==> config.mk <==
export PLATFORM = sky130hd
export DESIGN_NAME = char_lcd_write_controller
export DESIGN_NICKNAME = d
export VERILOG_FILES = /design/src/design/lcdwc_pkg.sv /design/src/design/lcdwc_ctrl.sv /design/src/design/lcdwc_dpath.sv /design/src/design/char_lcd_write_controller.sv
export SDC_FILE = /design/constraint.sdc
export NUM_CORES = 1
export LEC_CHECK = 0
export BUFFER_PORTS_ARGS = -buffer_cell sky130_fd_sc_hd__buf_4
export CAP_MARGIN = 20
export CORE_ASPECT_RATIO = 1.75
export CORE_UTILIZATION = 47
export DETAILED_ROUTE_END_ITERATION = 12
export PLACE_DENSITY = 0.67
export SYNTH_ARGS = -nofsm -noshare
export SYNTH_HDL_FRONTEND = slang
export SYNTH_SLANG_ARGS = --single-unit
==> constraint.sdc <==
create_clock -name clk -period 3.4 [get_ports clk]
set_clock_uncertainty 0.15 [all_clocks]
set_input_delay 0 -clock clk [delete_from_list [all_inputs] [get_ports clk]]
set_output_delay 0 -clock clk [all_outputs]
set_load 0.05 [all_outputs]
==> src/design/lcdwc_pkg.sv <==
// ----------------------------------------------------------------------------
// Character LCD write controller package
// Shared types and constants for the controller, the datapath and the top.
// ----------------------------------------------------------------------------
package lcdwc_pkg;

  localparam int COL_W   = 6;
  localparam int BYTE_W  = 8;
  localparam int NUM_W   = 32;
  localparam int DIGITS  = 10;
  localparam int BCD_W   = 4 * DIGITS;
  localparam int CONV_W  = 5;
  localparam int DCNT_W  = 4;
  localparam int KIND_W  = 3;
  localparam int CFG_IDX_W = 2;

  localparam logic [KIND_W-1:0] KIND_CHAR   = 3'd0;
  localparam logic [KIND_W-1:0] KIND_CMD    = 3'd1;
  localparam logic [KIND_W-1:0] KIND_GOTO   = 3'd2;
  localparam logic [KIND_W-1:0] KIND_CLEAR  = 3'd3;
  localparam logic [KIND_W-1:0] KIND_NUMBER = 3'd4;

  localparam logic [CFG_IDX_W-1:0] CFG_FOUR_BIT  = 2'd0;
  localparam logic [CFG_IDX_W-1:0] CFG_ROW0_BASE = 2'd1;
  localparam logic [CFG_IDX_W-1:0] CFG_ROW1_BASE = 2'd2;
  localparam logic [CFG_IDX_W-1:0] CFG_CLEAR     = 2'd3;

  localparam logic [BYTE_W-1:0] ASCII_ZERO  = 8'h30;
  localparam logic [BYTE_W-1:0] ASCII_MINUS = 8'h2D;

  typedef enum logic [3:0] {
    S_IDLE,
    S_CMD,
    S_GOTO,
    S_CLR,
    S_HOME,
    S_PUT,
    S_CONV,
    S_SKIP,
    S_MINUS,
    S_DIGIT
  } state_t;

  typedef enum logic [2:0] {
    SEL_INPUT,
    SEL_TARGET,
    SEL_CLEAR,
    SEL_HOME,
    SEL_WRAP,
    SEL_MINUS,
    SEL_DIGIT
  } byte_sel_t;

  typedef enum logic [2:0] {
    CUR_HOLD,
    CUR_TARGET,
    CUR_HOME,
    CUR_WRAP,
    CUR_ADVANCE
  } cursor_op_t;

  typedef struct packed {
    logic       load;
    logic       push;
    logic       rs;
    byte_sel_t  sel;
    logic       last;
    cursor_op_t cur_op;
    logic       conv_step;
    logic       digit_shift;
  } ctrl_cmd_t;

  typedef struct packed {
    logic byte_free;
    logic wrap_needed;
    logic conv_last;
    logic top_zero;
    logic digit_one;
    logic negative;
  } dp_status_t;

endpackage

==> src/design/lcdwc_ctrl.sv <==
// ----------------------------------------------------------------------------
// Character LCD write controller sequencer
// Walks each item through its command and data bytes and steers the datapath.
// ----------------------------------------------------------------------------
module lcdwc_ctrl (
  input  logic                              clk,
  input  logic                              rst,
  input  logic                              item_valid,
  input  logic [lcdwc_pkg::KIND_W-1:0]      kind,
  input  lcdwc_pkg::dp_status_t             status,
  output logic                              item_stall,
  output lcdwc_pkg::ctrl_cmd_t              cmd
);

  lcdwc_pkg::state_t state;
  lcdwc_pkg::state_t state_next;

  always_ff @(posedge clk) begin
    if (rst) begin
      state <= lcdwc_pkg::S_IDLE;
    end else begin
      state <= state_next;
    end
  end

  assign item_stall = (state != lcdwc_pkg::S_IDLE);

  always_comb begin
    state_next = state;
    cmd        = '0;
    unique case (state)
      lcdwc_pkg::S_IDLE: begin
        if (item_valid) begin
          cmd.load = 1'b1;
          unique case (kind)
            lcdwc_pkg::KIND_CHAR:   state_next = lcdwc_pkg::S_PUT;
            lcdwc_pkg::KIND_CMD:    state_next = lcdwc_pkg::S_CMD;
            lcdwc_pkg::KIND_GOTO:   state_next = lcdwc_pkg::S_GOTO;
            lcdwc_pkg::KIND_CLEAR:  state_next = lcdwc_pkg::S_CLR;
            lcdwc_pkg::KIND_NUMBER: state_next = lcdwc_pkg::S_CONV;
            default:                state_next = lcdwc_pkg::S_IDLE;
          endcase
        end
      end
      lcdwc_pkg::S_CMD: begin
        if (status.byte_free) begin
          cmd.push   = 1'b1;
          cmd.sel    = lcdwc_pkg::SEL_INPUT;
          cmd.last   = 1'b1;
          state_next = lcdwc_pkg::S_IDLE;
        end
      end
      lcdwc_pkg::S_GOTO: begin
        if (status.byte_free) begin
          cmd.push   = 1'b1;
          cmd.sel    = lcdwc_pkg::SEL_TARGET;
          cmd.last   = 1'b1;
          cmd.cur_op = lcdwc_pkg::CUR_TARGET;
          state_next = lcdwc_pkg::S_IDLE;
        end
      end
      lcdwc_pkg::S_CLR: begin
        if (status.byte_free) begin
          cmd.push   = 1'b1;
          cmd.sel    = lcdwc_pkg::SEL_CLEAR;
          state_next = lcdwc_pkg::S_HOME;
        end
      end
      lcdwc_pkg::S_HOME: begin
        if (status.byte_free) begin
          cmd.push   = 1'b1;
          cmd.sel    = lcdwc_pkg::SEL_HOME;
          cmd.last   = 1'b1;
          cmd.cur_op = lcdwc_pkg::CUR_HOME;
          state_next = lcdwc_pkg::S_IDLE;
        end
      end
      lcdwc_pkg::S_CONV: begin
        cmd.conv_step = 1'b1;
        if (status.conv_last) begin
          state_next = lcdwc_pkg::S_SKIP;
        end
      end
      lcdwc_pkg::S_SKIP: begin
        if (status.top_zero && !status.digit_one) begin
          cmd.digit_shift = 1'b1;
        end else if (status.negative) begin
          state_next = lcdwc_pkg::S_MINUS;
        end else begin
          state_next = lcdwc_pkg::S_DIGIT;
        end
      end
      lcdwc_pkg::S_PUT, lcdwc_pkg::S_MINUS, lcdwc_pkg::S_DIGIT: begin
        if (status.byte_free) begin
          cmd.push = 1'b1;
          if (status.wrap_needed) begin
            cmd.sel    = lcdwc_pkg::SEL_WRAP;
            cmd.cur_op = lcdwc_pkg::CUR_WRAP;
          end else begin
            cmd.rs     = 1'b1;
            cmd.cur_op = lcdwc_pkg::CUR_ADVANCE;
            priority case (state)
              lcdwc_pkg::S_PUT: begin
                cmd.sel    = lcdwc_pkg::SEL_INPUT;
                cmd.last   = 1'b1;
                state_next = lcdwc_pkg::S_IDLE;
              end
              lcdwc_pkg::S_MINUS: begin
                cmd.sel    = lcdwc_pkg::SEL_MINUS;
                state_next = lcdwc_pkg::S_DIGIT;
              end
              default: begin
                cmd.sel         = lcdwc_pkg::SEL_DIGIT;
                cmd.last        = status.digit_one;
                cmd.digit_shift = 1'b1;
                if (status.digit_one) begin
                  state_next = lcdwc_pkg::S_IDLE;
                end
              end
            endcase
          end
        end
      end
      default: begin
        state_next = lcdwc_pkg::S_IDLE;
      end
    endcase
  end

endmodule

==> src/design/lcdwc_dpath.sv <==
// ----------------------------------------------------------------------------
// Character LCD write controller datapath
// Holds configuration, the cursor, the decimal converter and the bus sender.
// ----------------------------------------------------------------------------
module lcdwc_dpath #(
  parameter int COLUMNS = 16,
  parameter int ROWS    = 2
) (
  input  logic                                  clk,
  input  logic                                  rst,
  input  logic                                  cfg_write,
  input  logic [lcdwc_pkg::CFG_IDX_W-1:0]       cfg_index,
  input  logic [lcdwc_pkg::BYTE_W-1:0]          cfg_data,
  input  logic [lcdwc_pkg::BYTE_W-1:0]          byte_value,
  input  logic                                  target_row,
  input  logic [lcdwc_pkg::COL_W-1:0]           target_col,
  input  logic signed [lcdwc_pkg::NUM_W-1:0]    number,
  input  lcdwc_pkg::ctrl_cmd_t                  cmd,
  output lcdwc_pkg::dp_status_t                 status,
  output logic                                  strobe_valid,
  input  logic                                  strobe_stall,
  output logic                                  reg_select,
  output logic [lcdwc_pkg::BYTE_W-1:0]          bus_value,
  output logic                                  last
);

  logic                                four_bit_mode;
  logic [lcdwc_pkg::BYTE_W-1:0]        row0_base;
  logic [lcdwc_pkg::BYTE_W-1:0]        row1_base;
  logic [lcdwc_pkg::BYTE_W-1:0]        clear_code;

  logic [lcdwc_pkg::COL_W-1:0]         cursor_col;
  logic                                cursor_row;

  logic [lcdwc_pkg::BYTE_W-1:0]        item_byte;
  logic                                item_row;
  logic [lcdwc_pkg::COL_W-1:0]         item_col;
  logic                                negative;
  logic [lcdwc_pkg::NUM_W-1:0]         mag;
  logic [lcdwc_pkg::BCD_W-1:0]         bcd;
  logic [lcdwc_pkg::BCD_W-1:0]         bcd_adj;
  logic [lcdwc_pkg::CONV_W-1:0]        conv_cnt;
  logic [lcdwc_pkg::DCNT_W-1:0]        digit_cnt;

  logic                                pend;
  logic                                pend_hi;
  logic                                pend_rs;
  logic                                pend_last;
  logic [lcdwc_pkg::BYTE_W-1:0]        pend_byte;

  logic [1:0]                          row_inc;
  logic                                wrap_row;
  logic [lcdwc_pkg::BYTE_W-1:0]        target_base;
  logic [lcdwc_pkg::BYTE_W-1:0]        wrap_base;
  logic [lcdwc_pkg::BYTE_W-1:0]        push_byte;
  logic                                out_free;

  always_ff @(posedge clk) begin
    if (rst) begin
      four_bit_mode <= 1'b1;
      row0_base     <= 8'd128;
      row1_base     <= 8'd192;
      clear_code    <= 8'd1;
    end else if (cfg_write) begin
      unique case (cfg_index)
        lcdwc_pkg::CFG_FOUR_BIT:  four_bit_mode <= cfg_data[0];
        lcdwc_pkg::CFG_ROW0_BASE: row0_base     <= cfg_data;
        lcdwc_pkg::CFG_ROW1_BASE: row1_base     <= cfg_data;
        lcdwc_pkg::CFG_CLEAR:     clear_code    <= cfg_data;
        default: ;
      endcase
    end
  end

  assign row_inc     = {1'b0, cursor_row} + 2'd1;
  assign wrap_row    = (row_inc >= 2'(ROWS)) ? 1'b0 : row_inc[0];
  assign target_base = item_row ? row1_base : row0_base;
  assign wrap_base   = wrap_row ? row1_base : row0_base;

  always_comb begin
    unique case (cmd.sel)
      lcdwc_pkg::SEL_INPUT:  push_byte = item_byte;
      lcdwc_pkg::SEL_TARGET: push_byte = target_base + {2'b00, item_col};
      lcdwc_pkg::SEL_CLEAR:  push_byte = clear_code;
      lcdwc_pkg::SEL_HOME:   push_byte = row0_base;
      lcdwc_pkg::SEL_WRAP:   push_byte = wrap_base;
      lcdwc_pkg::SEL_MINUS:  push_byte = lcdwc_pkg::ASCII_MINUS;
      lcdwc_pkg::SEL_DIGIT:  push_byte = lcdwc_pkg::ASCII_ZERO
                                         + {4'b0000, bcd[lcdwc_pkg::BCD_W-1 -: 4]};
      default:               push_byte = item_byte;
    endcase
  end

  always_ff @(posedge clk) begin
    if (rst) begin
      cursor_col <= '0;
      cursor_row <= 1'b0;
    end else begin
      unique case (cmd.cur_op)
        lcdwc_pkg::CUR_TARGET: begin
          cursor_col <= item_col;
          cursor_row <= item_row;
        end
        lcdwc_pkg::CUR_HOME: begin
          cursor_col <= '0;
          cursor_row <= 1'b0;
        end
        lcdwc_pkg::CUR_WRAP: begin
          cursor_col <= '0;
          cursor_row <= wrap_row;
        end
        lcdwc_pkg::CUR_ADVANCE: cursor_col <= cursor_col + 6'd1;
        default: ;
      endcase
    end
  end

  // Shift-and-add-3 binary to BCD conversion, one bit per cycle.
  always_comb begin
    for (int d = 0; d < lcdwc_pkg::DIGITS; d++) begin
      bcd_adj[4*d +: 4] = (bcd[4*d +: 4] >= 4'd5) ? bcd[4*d +: 4] + 4'd3 : bcd[4*d +: 4];
    end
  end

  always_ff @(posedge clk) begin
    if (cmd.load) begin
      item_byte <= byte_value;
      item_row  <= target_row;
      item_col  <= target_col;
      negative  <= number[lcdwc_pkg::NUM_W-1];
      mag       <= number[lcdwc_pkg::NUM_W-1] ? (32'd0 - $unsigned(number))
                                              : $unsigned(number);
      bcd       <= '0;
      conv_cnt  <= '0;
      digit_cnt <= lcdwc_pkg::DCNT_W'(lcdwc_pkg::DIGITS);
    end else if (cmd.conv_step) begin
      {bcd, mag} <= {bcd_adj[lcdwc_pkg::BCD_W-2:0], mag, 1'b0};
      conv_cnt   <= conv_cnt + 5'd1;
    end else if (cmd.digit_shift) begin
      bcd       <= {bcd[lcdwc_pkg::BCD_W-5:0], 4'b0000};
      digit_cnt <= digit_cnt - 4'd1;
    end
  end

  assign out_free = !strobe_valid || !strobe_stall;

  always_ff @(posedge clk) begin
    if (rst) begin
      pend         <= 1'b0;
      strobe_valid <= 1'b0;
    end else begin
      if (cmd.push) begin
        pend <= 1'b1;
      end else if (out_free && pend && !(four_bit_mode && pend_hi)) begin
        pend <= 1'b0;
      end
      if (out_free) begin
        strobe_valid <= pend;
      end
    end
  end

  always_ff @(posedge clk) begin
    if (cmd.push) begin
      pend_hi   <= 1'b1;
      pend_rs   <= cmd.rs;
      pend_last <= cmd.last;
      pend_byte <= push_byte;
    end else if (out_free && pend) begin
      pend_hi <= 1'b0;
    end
    if (out_free && pend) begin
      reg_select <= pend_rs;
      if (!four_bit_mode) begin
        bus_value <= pend_byte;
        last      <= pend_last;
      end else if (pend_hi) begin
        bus_value <= {4'b0000, pend_byte[7:4]};
        last      <= 1'b0;
      end else begin
        bus_value <= {4'b0000, pend_byte[3:0]};
        last      <= pend_last;
      end
    end
  end

  assign status.byte_free   = !pend;
  assign status.wrap_needed = (cursor_col >= lcdwc_pkg::COL_W'(COLUMNS));
  assign status.conv_last   = (conv_cnt == 5'd31);
  assign status.top_zero    = (bcd[lcdwc_pkg::BCD_W-1 -: 4] == 4'd0);
  assign status.digit_one   = (digit_cnt == 4'd1);
  assign status.negative    = negative;

endmodule

==> src/design/char_lcd_write_controller.sv <==
// An item is taken when the block is idle. The strobe sender holds one byte at a time and
// takes the next one only after the last strobe of the current one is registered at the
// output. A byte goes out as one strobe in 8-bit mode and as a high and a low nibble
// strobe in 4-bit mode, back to back when there are no stalls. An item holds the input
// longer in 4-bit mode, when a wrap goto goes first, or when the sender still holds the
// previous item's byte. A number first runs a shift-and-add-3 decimal conversion of its
// 32-bit magnitude, then drops leading zeros, then sends its sign and digit bytes with any
// wrap gotos through the same sender. The next item is taken once the last byte is handed
// to the sender, while that byte's strobes may still be waiting at the output.
// ----------------------------------------------------------------------------
// Character LCD write controller
// Turns characters, commands, gotos, clears and numbers into LCD bus strobes.
// ----------------------------------------------------------------------------
module char_lcd_write_controller #(
  parameter int COLUMNS = 16,
  parameter int ROWS    = 2
) (
  input  logic                                  clk,
  input  logic                                  rst,
  input  logic                                  cfg_write,
  input  logic [lcdwc_pkg::CFG_IDX_W-1:0]       cfg_index,
  input  logic [lcdwc_pkg::BYTE_W-1:0]          cfg_data,
  input  logic                                  item_valid,
  output logic                                  item_stall,
  input  logic [lcdwc_pkg::KIND_W-1:0]          kind,
  input  logic [lcdwc_pkg::BYTE_W-1:0]          byte_value,
  input  logic                                  target_row,
  input  logic [lcdwc_pkg::COL_W-1:0]           target_col,
  input  logic signed [lcdwc_pkg::NUM_W-1:0]    number,
  output logic                                  strobe_valid,
  input  logic                                  strobe_stall,
  output logic                                  reg_select,
  output logic [lcdwc_pkg::BYTE_W-1:0]          bus_value,
  output logic                                  last
);

  lcdwc_pkg::ctrl_cmd_t  cmd;
  lcdwc_pkg::dp_status_t status;

  lcdwc_ctrl u_ctrl (
    .clk        (clk),
    .rst        (rst),
    .item_valid (item_valid),
    .kind       (kind),
    .status     (status),
    .item_stall (item_stall),
    .cmd        (cmd)
  );

  lcdwc_dpath #(
    .COLUMNS (COLUMNS),
    .ROWS    (ROWS)
  ) u_dpath (
    .clk          (clk),
    .rst          (rst),
    .cfg_write    (cfg_write),
    .cfg_index    (cfg_index),
    .cfg_data     (cfg_data),
    .byte_value   (byte_value),
    .target_row   (target_row),
    .target_col   (target_col),
    .number       (number),
    .cmd          (cmd),
    .status       (status),
    .strobe_valid (strobe_valid),
    .strobe_stall (strobe_stall),
    .reg_select   (reg_select),
    .bus_value    (bus_value),
    .last         (last)
  );

endmodule

==> flow_summary.ini, run 1 <==
[worst_setup_path]
worstReg2RegStart = u_dpath.item_row
crit_chain = dlygate4sd3_1 > buf_4 > nor4_2 > nand4_1 > o41ai_1 > xor2_1 > dlygate4sd3_1 > o21ai_1
timing.critical_path.mode_cell = dlygate4sd3_1
startpoint = number[8]
cp_slowest_cell = nor4_2
cp_max_fo = 7
crit_type = in2reg
worst_ep_arrival_time_ps = 2960
crit_end = u_dpath.mag[28]
cp.depth = 8
slowest_delay_ps = 660
r2r_setup_slack_ps = 770
r2r_cells = 8
end_kind = flip-flop
cp_top_family = buffers and inverters
critPathRequiredTime_ps = 3430
crit_path_start_kind = input port
path_buf_inv = 3
reg2reg_to = u_dpath.pend_byte[4]

[pwr]
power.share.clock = 0.282
peakVddDrop_mv = 0.499
p_leak_nw = 4.14
p_comb_frac = 0.306
switching_share = 0.337
power_frac_seq = 0.412
p_per_area_mw_per_mm2 = 620
p_int_w = 0.00449
p_sw_w = 0.00228

[synth]
synthTopCellsByArea = edfxtp_1, dfxtp_1, nand2_1
yosysWarnings = 0
syn_nets = 1034
seq_area_frac_synth = 0.437
synthTopCellsByCount = nand2_1, dfxtp_1, a21oi_1, o21ai_0, edfxtp_1
yosysTopAreaCellShare = 0.235
synth_edf_count = 68
synth_cells = 935
synth_area_leader_cell = edfxtp_1
syn_area_mm2 = 0.00870
synth_area_per_cell_um2 = 9.30
synth_most_common_cell = nand2_1
synth_cell_types = 67
synthArstFlopShare = 0
synth-main-ff-cell = dfxtp_1
synth_seq_cells = 156

[final_layout]
fin_nets = 1182
syn2layout_area_growth_pct = 25.5
drive_gt1_frac = 0.151
antenna_cells = 0

[clock_network]
clock-sinks = 156
cts_root_buffer = clkbuf_16
htreeDepth = 4
cts_buffer_depth = 2
numCtsBuffers = 17
clkTransAtPathRegs_ps = 60
cts_setup_buffers = 0
cts-resized-gates = 0
cts_tree = yes
clkLatencyLatePin_ps = 430

[timing]
fmax_mhz = 342
whs_ps = 20.4
hold_viol = 0
period_needed_ps = 2920
post-route-period-util = 0.860
setup_tns_ps = 0
setup_viol_count_final = 0
slew_violations = 0
slew-limit-headroom = 0.516
rsz0062_at_grt = no
tightest_slew_ps = 720

[placement]
portBuffers = 76
hpwlAfterDp_um = 15500
place_congestion = 0.911

[grt]
track_usage = 0.249
overflow = 0
antenna_found_initial = 0
grt_pass1_wl_um = 36700
grt_max_degree = 63
grt_pass1_vias = 7439

[drt]
firstDrtPassIters = 6
drc = 0
detail-route-antenna-nets = 0
routed_wl_um = 22800
drt_iter0_drc = 354
viasPerCell = 5.67
vias = 7538
post_drt_wl_per_cell_um = 17.2

[floorplan]
dieArea_mm2 = 0.0191
core_region_area_mm2 = 0.0181
fp.dieH_um = 182
start_util = 0.482
die_x_um = 105
ios = 77
row_count = 65

[run_status]
status = completed

[min_path]
hold_class = in2reg

[run]
drv_cap = 0
power by group through the flow:
stage	sequential [W]	combinational, W	clock, W
after global routing	0.00283	0.00226	0.00202
after CTS	0.00279	0.00205	0.00195
after floorplan	0.00287	0.00122	0
after detailed placement	0.00282	0.00196	0
final	0.00279	0.00207	0.00191
after global placement	0.00282	0.00194	0
placed cells by master (no fill, tap or decap), drive strengths merged, types with 4 or more instances in the layout:
cell / n
and2: 5
clkinv: 4
or3: 7
mux2: 12
xor2: 33
clkbuf: 21
nand2: 131
nand2b: 25
nand4: 4
mux2i: 29
dfxtp: 88
nor3: 19
a22oi: 30
nand3: 21
o211ai: 6
nor2b: 7
inv: 34
o21ai: 80
dlygate4sd3: 83
o31ai: 13
a21o: 4
buf: 95
or2: 4
o41ai: 6
a211oi: 4
xnor2: 18
ha: 33
a222oi: 5
edfxtp: 68
nor4: 10
a21oi: 79
nor2: 49
a32oi: 9
clkinvlp: 4
and3: 5
per-stage QoR:
stage / util / setup WS, ps / total power [W] / area, um^2 / instances
finish: 0.605 / 477 / 0.00677 / 10900 / 1330
global route: 0.605 / 331 / 0.00711 / 10900 / 1330
CTS: 0.605 / 482 / 0.00679 / 10900 / 1330
detailed placement: 0.526 / 799 / 0.00478 / 9500 / 1215
global placement: 0.526 / 797 / 0.00475 / 9500 / 1215
floorplan: - / 550 / 0.00409 / 8700 / 935
cell type report:
| type | count | area, um^2 |
|---|---|---|
| clock inverters | 11 | 146 |
| well taps | 234 | 293 |
| flip-flops and latches | 156 | 3800 |
| fillers | 1576 | 7140 |
| inverters | 34 | 128 |
| repair buffers | 178 | 1570 |
| multi-input cells | 696 | 4540 |
| clock buffers | 21 | 440 |
cell families (layout without fill, tap and decap cells):
logic type                 count (synthesis)  after routing  synth area share
AOI/OAI and AO/OA                        267            267             0.200
xor gates and xnor gates                  51             51            0.0514
adders and majority gates                 34             34            0.0498
buffers and inverters                     83            244            0.0417
DFF                                      156            156             0.437
muxes                                     41             41            0.0489
and+or+nand+nor                          303            303             0.171
worst min path at each step:
| stage | start | end | slack, ps | cells past startpoint |
|---|---|---|---|---|
| 2_1_floorplan | byte_value[0] | u_dpath.item_byte[0] | -50 | 0 |
| 3_3_place_gp | byte_value[3] | u_dpath.item_byte[3] | 30 | 1 |
| 3_5_place_dp | byte_value[5] | u_dpath.item_byte[5] | 30 | 1 |
| 4_1_cts | kind[1] | u_ctrl.state[0] | 20 | 5 |
| 5_1_grt | kind[1] | u_ctrl.state[0] | 80 | 5 |
| 6_report | kind[1] | u_ctrl.state[0] | 20 | 5 |
metal layers:
layer / routed length [um] / up-vias / global-route usage
li1: - / 3702 / -
met1: 8140 / 3603 / 0.237
met2: 12700 / 160 / 0.479
met3: 625 / 73 / 0.0395
met4: 1400 / 0 / 0.168
met5: 0 / - / 0
state kept, by name, summed over array words and instances (netlist names), 4 cells and up:
register / count
u_dpath.item_byte: 8
u_dpath.digit_cnt: 4
u_dpath.cursor_col: 6
u_dpath.row1_base: 8
u_dpath.clear_code: 8
u_ctrl.state: 4
u_dpath.item_col: 6
u_dpath.bcd: 40
u_dpath.pend_byte: 8
u_dpath.bus_value: 8
u_dpath.conv_cnt: 5
u_dpath.row0_base: 8
u_dpath.mag: 32
timing repair:
item                                   4_1_cts  5_1_grt
hold buffers                                83        0
endpoints found under the hold margin       99        0
setup endpoints to repair                    0        0
worst reg2reg max path, stage by stage, from the launching register on:
cell      delay, ps
edfxtp_1        350
buf_4           180
mux2_2          380
fa_1            490
a21o_1          210
a21oi_1         170
xnor2_1          80
a221oi_1        240
o21ai_0         120
(Power assumes the default switching activity.)
==> inputs of run 2 (changes only) <==
--- a/config.mk
+++ b/config.mk
@@ -5,12 +5,14 @@
 export SDC_FILE = /design/constraint.sdc
 export NUM_CORES = 1
 export LEC_CHECK = 0
+export ABC_CLOCK_PERIOD_IN_PS = 3500
 export BUFFER_PORTS_ARGS = -buffer_cell sky130_fd_sc_hd__buf_4
 export CAP_MARGIN = 20
 export CORE_ASPECT_RATIO = 1.75
 export CORE_UTILIZATION = 47
 export DETAILED_ROUTE_END_ITERATION = 12
 export PLACE_DENSITY = 0.67
+export REMOVE_ABC_BUFFERS = 1
 export SYNTH_ARGS = -nofsm -noshare
 export SYNTH_HDL_FRONTEND = slang
 export SYNTH_SLANG_ARGS = --single-unit
==> constraint.sdc (replaced) <==
create_clock -name clk -period 3.5 [get_ports clk]
set_clock_uncertainty 0.15 [all_clocks]
set_input_delay 0 -clock clk [delete_from_list [all_inputs] [get_ports clk]]
set_output_delay 0 -clock clk [all_outputs]
set_load 0.05 [all_outputs]
==> run 2 against run 1 <==
Net effect:
- wire length fell by 2.0%
- sequential power fell by 2%
- worst setup slack improved by 96 ps
- die area did not move
- cell count fell by 0.53%
- critical endpoint unchanged
- largest cell class unchanged
==> flow_summary.ini, run 2 (same netlist as run 1, synthesis figures left out) <==
[run_status]
status = completed

[drt]
post_drt_wl_per_cell_um = 16.9
vias = 7487
firstDrtPassIters = 5
detail-route-antenna-nets = 0
drt_iter0_drc = 359
drc = 0
viasPerCell = 5.66
routed_wl_um = 22400

[worst_setup_path]
reg2reg_to = u_dpath.pend_byte[4]
slowest_delay_ps = 590
r2r_cells = 9
crit_chain = dlygate4sd3_1 > buf_4 > nor4_2 > nand4_1 > o41ai_1 > xor2_1 > dlygate4sd3_1 > o21ai_1
r2r_setup_slack_ps = 720
timing.critical_path.mode_cell = dlygate4sd3_1
worst_ep_arrival_time_ps = 2940
crit_type = in2reg
end_kind = flip-flop
worstReg2RegStart = u_dpath.item_row
cp_max_fo = 7
cp_slowest_cell = nor4_2
crit_path_start_kind = input port
critPathRequiredTime_ps = 3510

[grt]
antenna_found_initial = 0
track_usage = 0.245
grt_max_degree = 61
overflow = 0
grt_pass1_vias = 7400
grt_pass1_wl_um = 36300

[timing]
setup_viol_count_final = 0
post-route-period-util = 0.836
fmax_mhz = 342
whs_ps = 42.1
tightest_slew_ps = 968
setup_tns_ps = 0
rsz0062_at_grt = no
setup_slack_ps = 573
slew_violations = 0
slew-limit-headroom = 0.355
hold_viol = 0
period_needed_ps = 2930

[pwr]
p_leak_nw = 4.12
p_comb_frac = 0.297
switching_share = 0.334
p_sw_w = 0.00219
power.share.clock = 0.287
power_frac_seq = 0.416
p_int_w = 0.00436
p_per_area_mw_per_mm2 = 604
peakVddDrop_mv = 0.449

[clock_network]
clkLatencyLatePin_ps = 430
cts_root_buffer = clkbuf_16
clock-sinks = 156
cts_buffer_depth = 2
numCtsBuffers = 17
cts-resized-gates = 0
cts_tree = yes
clkTransAtPathRegs_ps = 60
htreeDepth = 4

[final_layout]
antenna_cells = 0
final_cells = 1323
top_regs = u_dpath.bcd: 40 flops, u_dpath.mag: 32 flops
fin_nets = 1175
layout_common_cells = nand2_1, buf_4, dfxtp_1
stdcell_area_mm2 = 0.0108
drive_gt1_frac = 0.151
regMostFlops = u_dpath.bcd
syn2layout_area_growth_pct = 24.7
largest_reg_flops = 40
final_common_cell = nand2_1

[floorplan]
ios = 77
dieArea_mm2 = 0.0191
fp.dieH_um = 182
start_util = 0.482
die_x_um = 105
row_count = 65
core_region_area_mm2 = 0.0181

[placement]
dp.cells = 1212
dpl_cell_area_mm2 = 0.00946
place_ws_ps = 739
portBuffers = 76
hpwlAfterDp_um = 15500
place_congestion = 0.914

[min_path]
worstHoldStart = kind[1]
min_to = u_ctrl.state[0]
hold_class = in2reg
hold_depth = 5

[run]
drv_cap = 0
-- run 2: power by group through the flow --
stage	sequential [W]	clock [W]	combinational [W]
after floorplan	0.00285	0	0.00106
after global placement	0.00275	0	0.00184
after detailed placement	0.00276	0	0.00186
after CTS	0.00272	0.00192	0.00195
after global routing	0.00277	0.00199	0.00212
final	0.00273	0.00188	0.00194
-- run 2: layout make-up --
class / count / area [um^2]
Clock buffer: 22 / 455
Clock inverter: 10 / 138
Fill cell: 1585 / 7210
Inverter: 34 / 128
Multi-Input combinational cell: 696 / 4540
Sequential cell: 156 / 3800
Tap cell: 234 / 293
Timing Repair Buffer: 171 / 1490
-- run 2: stage by stage --
step                       util  total power (W)
final                     0.601          0.00655
after global routing      0.601          0.00689
after CTS                 0.601          0.00659
after detailed placement  0.524          0.00462
after global placement    0.524          0.00459
after floorplan               -          0.00391
-- run 2: routing by layer --
| layer | GRT usage | share of wire | vias up |
|---|---|---|---|
| li1 | - | - | 3689 |
| met1 | 0.232 | 0.36 | 3555 |
| met2 | 0.462 | 0.55 | 172 |
| met3 | 0.0470 | 0.027 | 71 |
| met4 | 0.176 | 0.065 | 0 |
| met5 | 0 | 0 | - |
-- run 2: critical path: cells and delay by family --
kind	cells	cell delay [ps]
XOR/XNOR	1	190
AND/OR/NAND/NOR	2	980
buffers and inverters	3	1260
AO/OA/AOI/OAI	2	520
-- run 2: what timing repair did --
action                    4_1_cts  5_1_grt
buffers inserted                0        0
hold buffers                   79        0
hold endpoints to repair       85        0
-- run 2: worst max path at each step --
stage                                start                    to  slack, ps  cells after the start
after CTS                        number[8]       u_dpath.mag[28]        630                      8
after floorplan            u_ctrl.state[1]       u_dpath.bcd[11]      -1600                      5
final                            number[8]       u_dpath.mag[28]        570                      8
after global routing             number[8]       u_dpath.mag[28]        310                      8
after global placement    u_dpath.item_row  u_dpath.pend_byte[4]        760                      9
after detailed placement  u_dpath.item_row  u_dpath.pend_byte[4]        740                      9
==> inputs of run 3 (changes only) <==
--- a/config.mk
+++ b/config.mk
@@ -5,7 +5,7 @@
 export SDC_FILE = /design/constraint.sdc
 export NUM_CORES = 1
 export LEC_CHECK = 0
-export ABC_CLOCK_PERIOD_IN_PS = 3500
+export ABC_CLOCK_PERIOD_IN_PS = 2900
 export BUFFER_PORTS_ARGS = -buffer_cell sky130_fd_sc_hd__buf_4
 export CAP_MARGIN = 20
 export CORE_ASPECT_RATIO = 1.75
==> constraint.sdc (replaced) <==
create_clock -name clk -period 2.9 [get_ports clk]
set_clock_uncertainty 0.15 [all_clocks]
set_input_delay 0 -clock clk [delete_from_list [all_inputs] [get_ports clk]]
set_output_delay 0 -clock clk [all_outputs]
set_load 0.05 [all_outputs]
==> run 3 against run 2 <==
Net effect:
- flip-flop and latch count stayed put
- first-iteration DRC count up 18%
- combinational power rose by 26%
- sequential share of layout area is 0.56 points lower
- core utilization is 0.98 points higher
- design area up 1.6%
- critical path depth did not move
- critical path type unchanged
- count of clock-buffer cells in the layout shrank 4
- register-to-register slack got worse by 460 ps
- non-clock buffer count grew 14
- power up 23%
- critical endpoint is now u_dpath.mag[25]
- largest cell class unchanged
- die area did not move
==> flow_summary.ini, run 3 (same netlist as run 1, synthesis figures left out) <==
[final_layout]
regMostFlops = u_dpath.bcd
fill_cells = 1554
fin_nets = 1189
drive_gt1_frac = 0.161
fin_util = 0.611
largest_reg_flops = 40
stdcell_area_mm2 = 0.0110
top_regs = u_dpath.bcd: 40 flops, u_dpath.mag: 32 flops
layout_common_cells = nand2_1, buf_4, dfxtp_1
syn2layout_area_growth_pct = 26.8
antenna_cells = 0
final_common_cell = nand2_1
final_cells = 1337

[drt]
routed_wl_um = 22800
viasPerCell = 5.66
detail-route-antenna-nets = 0
post_drt_wl_per_cell_um = 17.1
drt_iter0_drc = 422
vias = 7565
firstDrtPassIters = 5
drc = 0

[clock_network]
numCtsBuffers = 17
clkTransAtPathRegs_ps = 70
htreeDepth = 4
cts_tree = yes
cts_root_buffer = clkbuf_16
clock-sinks = 156
clkLatencyLatePin_ps = 440
cts_buffer_depth = 2

[timing]
tightest_slew_ps = 882
slew-limit-headroom = 0.407
period_needed_ps = 2710
setup_viol_count_final = 0
setup_tns_ps = 0
slew_violations = 0
post-route-period-util = 0.933
fmax_mhz = 370
rsz0062_at_grt = no
hold_viol = 0

[pwr]
p_per_area_mw_per_mm2 = 728
peakVddDrop_mv = 0.592
p_leak_nw = 4.20

[min_path]
hold_class = in2reg

[floorplan]
start_util = 0.482
ios = 77
row_count = 65
fp.dieH_um = 182
core_region_area_mm2 = 0.0181
die_x_um = 105
dieArea_mm2 = 0.0191

[run_status]
status = completed

[worst_setup_path]
worst_ep_arrival_time_ps = 2750
cp_max_fo = 7
crit_type = in2reg
critPathRequiredTime_ps = 2940
end_kind = flip-flop
crit_path_start_kind = input port

[placement]
hpwlAfterDp_um = 16000
dp.cells = 1221
place_congestion = 0.937
portBuffers = 76
dpl_cell_area_mm2 = 0.00958

[grt]
track_usage = 0.247
antenna_found_initial = 0
grt_pass1_wl_um = 36700
overflow = 0
grt_pass1_vias = 7462
grt_max_degree = 45

[run]
drv_cap = 0
==> run 3: area by class of cell <==
type                            instances  area [um^2]  share of cell area
Timing Repair Buffer                  185         1660               0.150
Clock inverter                         14          159              0.0144
Clock buffer                           18          439              0.0398
Tap cell                              234          293              0.0266
Inverter                               34          128              0.0116
Multi-Input combinational cell        696         4550               0.412
Sequential cell                       156         3800               0.345
==> run 3: per-layer routing <==
layer | up-vias | global-route usage | wire length, um
li1 | 3711 | - | -
met1 | 3610 | 0.241 | 8270
met2 | 164 | 0.455 | 12400
met3 | 80 | 0.0424 | 585
met4 | 0 | 0.198 | 1590
met5 | - | 0 | 0
==> run 3: path summary, 6_finish.rpt <==
| check | start | end | slack [ps] | depth (start not counted) |
|---|---|---|---|---|
| min | kind[0] | u_ctrl.state[0] | 80 | 6 |
| max | number[13] | u_dpath.mag[25] | 190 | 8 |
| min reg2reg | u_dpath.pend_rs | u_dpath.reg_select | 290 | 0 |
| max reg2reg | u_dpath.item_row | u_dpath.pend_byte[4] | 260 | 8 |
==> run 3: timing repair <==
action,4_1_cts,5_1_grt
endpoints found under the hold margin,99,0
setup buffers,0,2
gates resized for setup,0,1
hold buffers,82,0
setup endpoints to repair,0,5
==> run 3: through the flow <==
stage	setup WS, ps	hold slack (ps)	total power, W
after floorplan	-2200	-80.9	0.00471
after global placement	289	28.8	0.00566
after detailed placement	286	29.5	0.00570
after CTS	66.4	63.4	0.00807
after global routing	15.9	106	0.00845
final	194	76.4	0.00803
==> run 3: worst max-delay path, stage by stage <==
cell and delay (ps):
dlygate4sd3_1 540, buf_4 140, nor4_2 480, nand4b_1 410, o31ai_1 360, xor2_1 180, dlygate4sd3_1 560, o21ai_1 60
==> run 3: power by group <==
group	internal (W)	leakage, nW	switching [W]
logic	0.000958	2.55	0.00149
clock network	0.00131	0.290	0.000968
registers	0.00301	1.36	0.000297
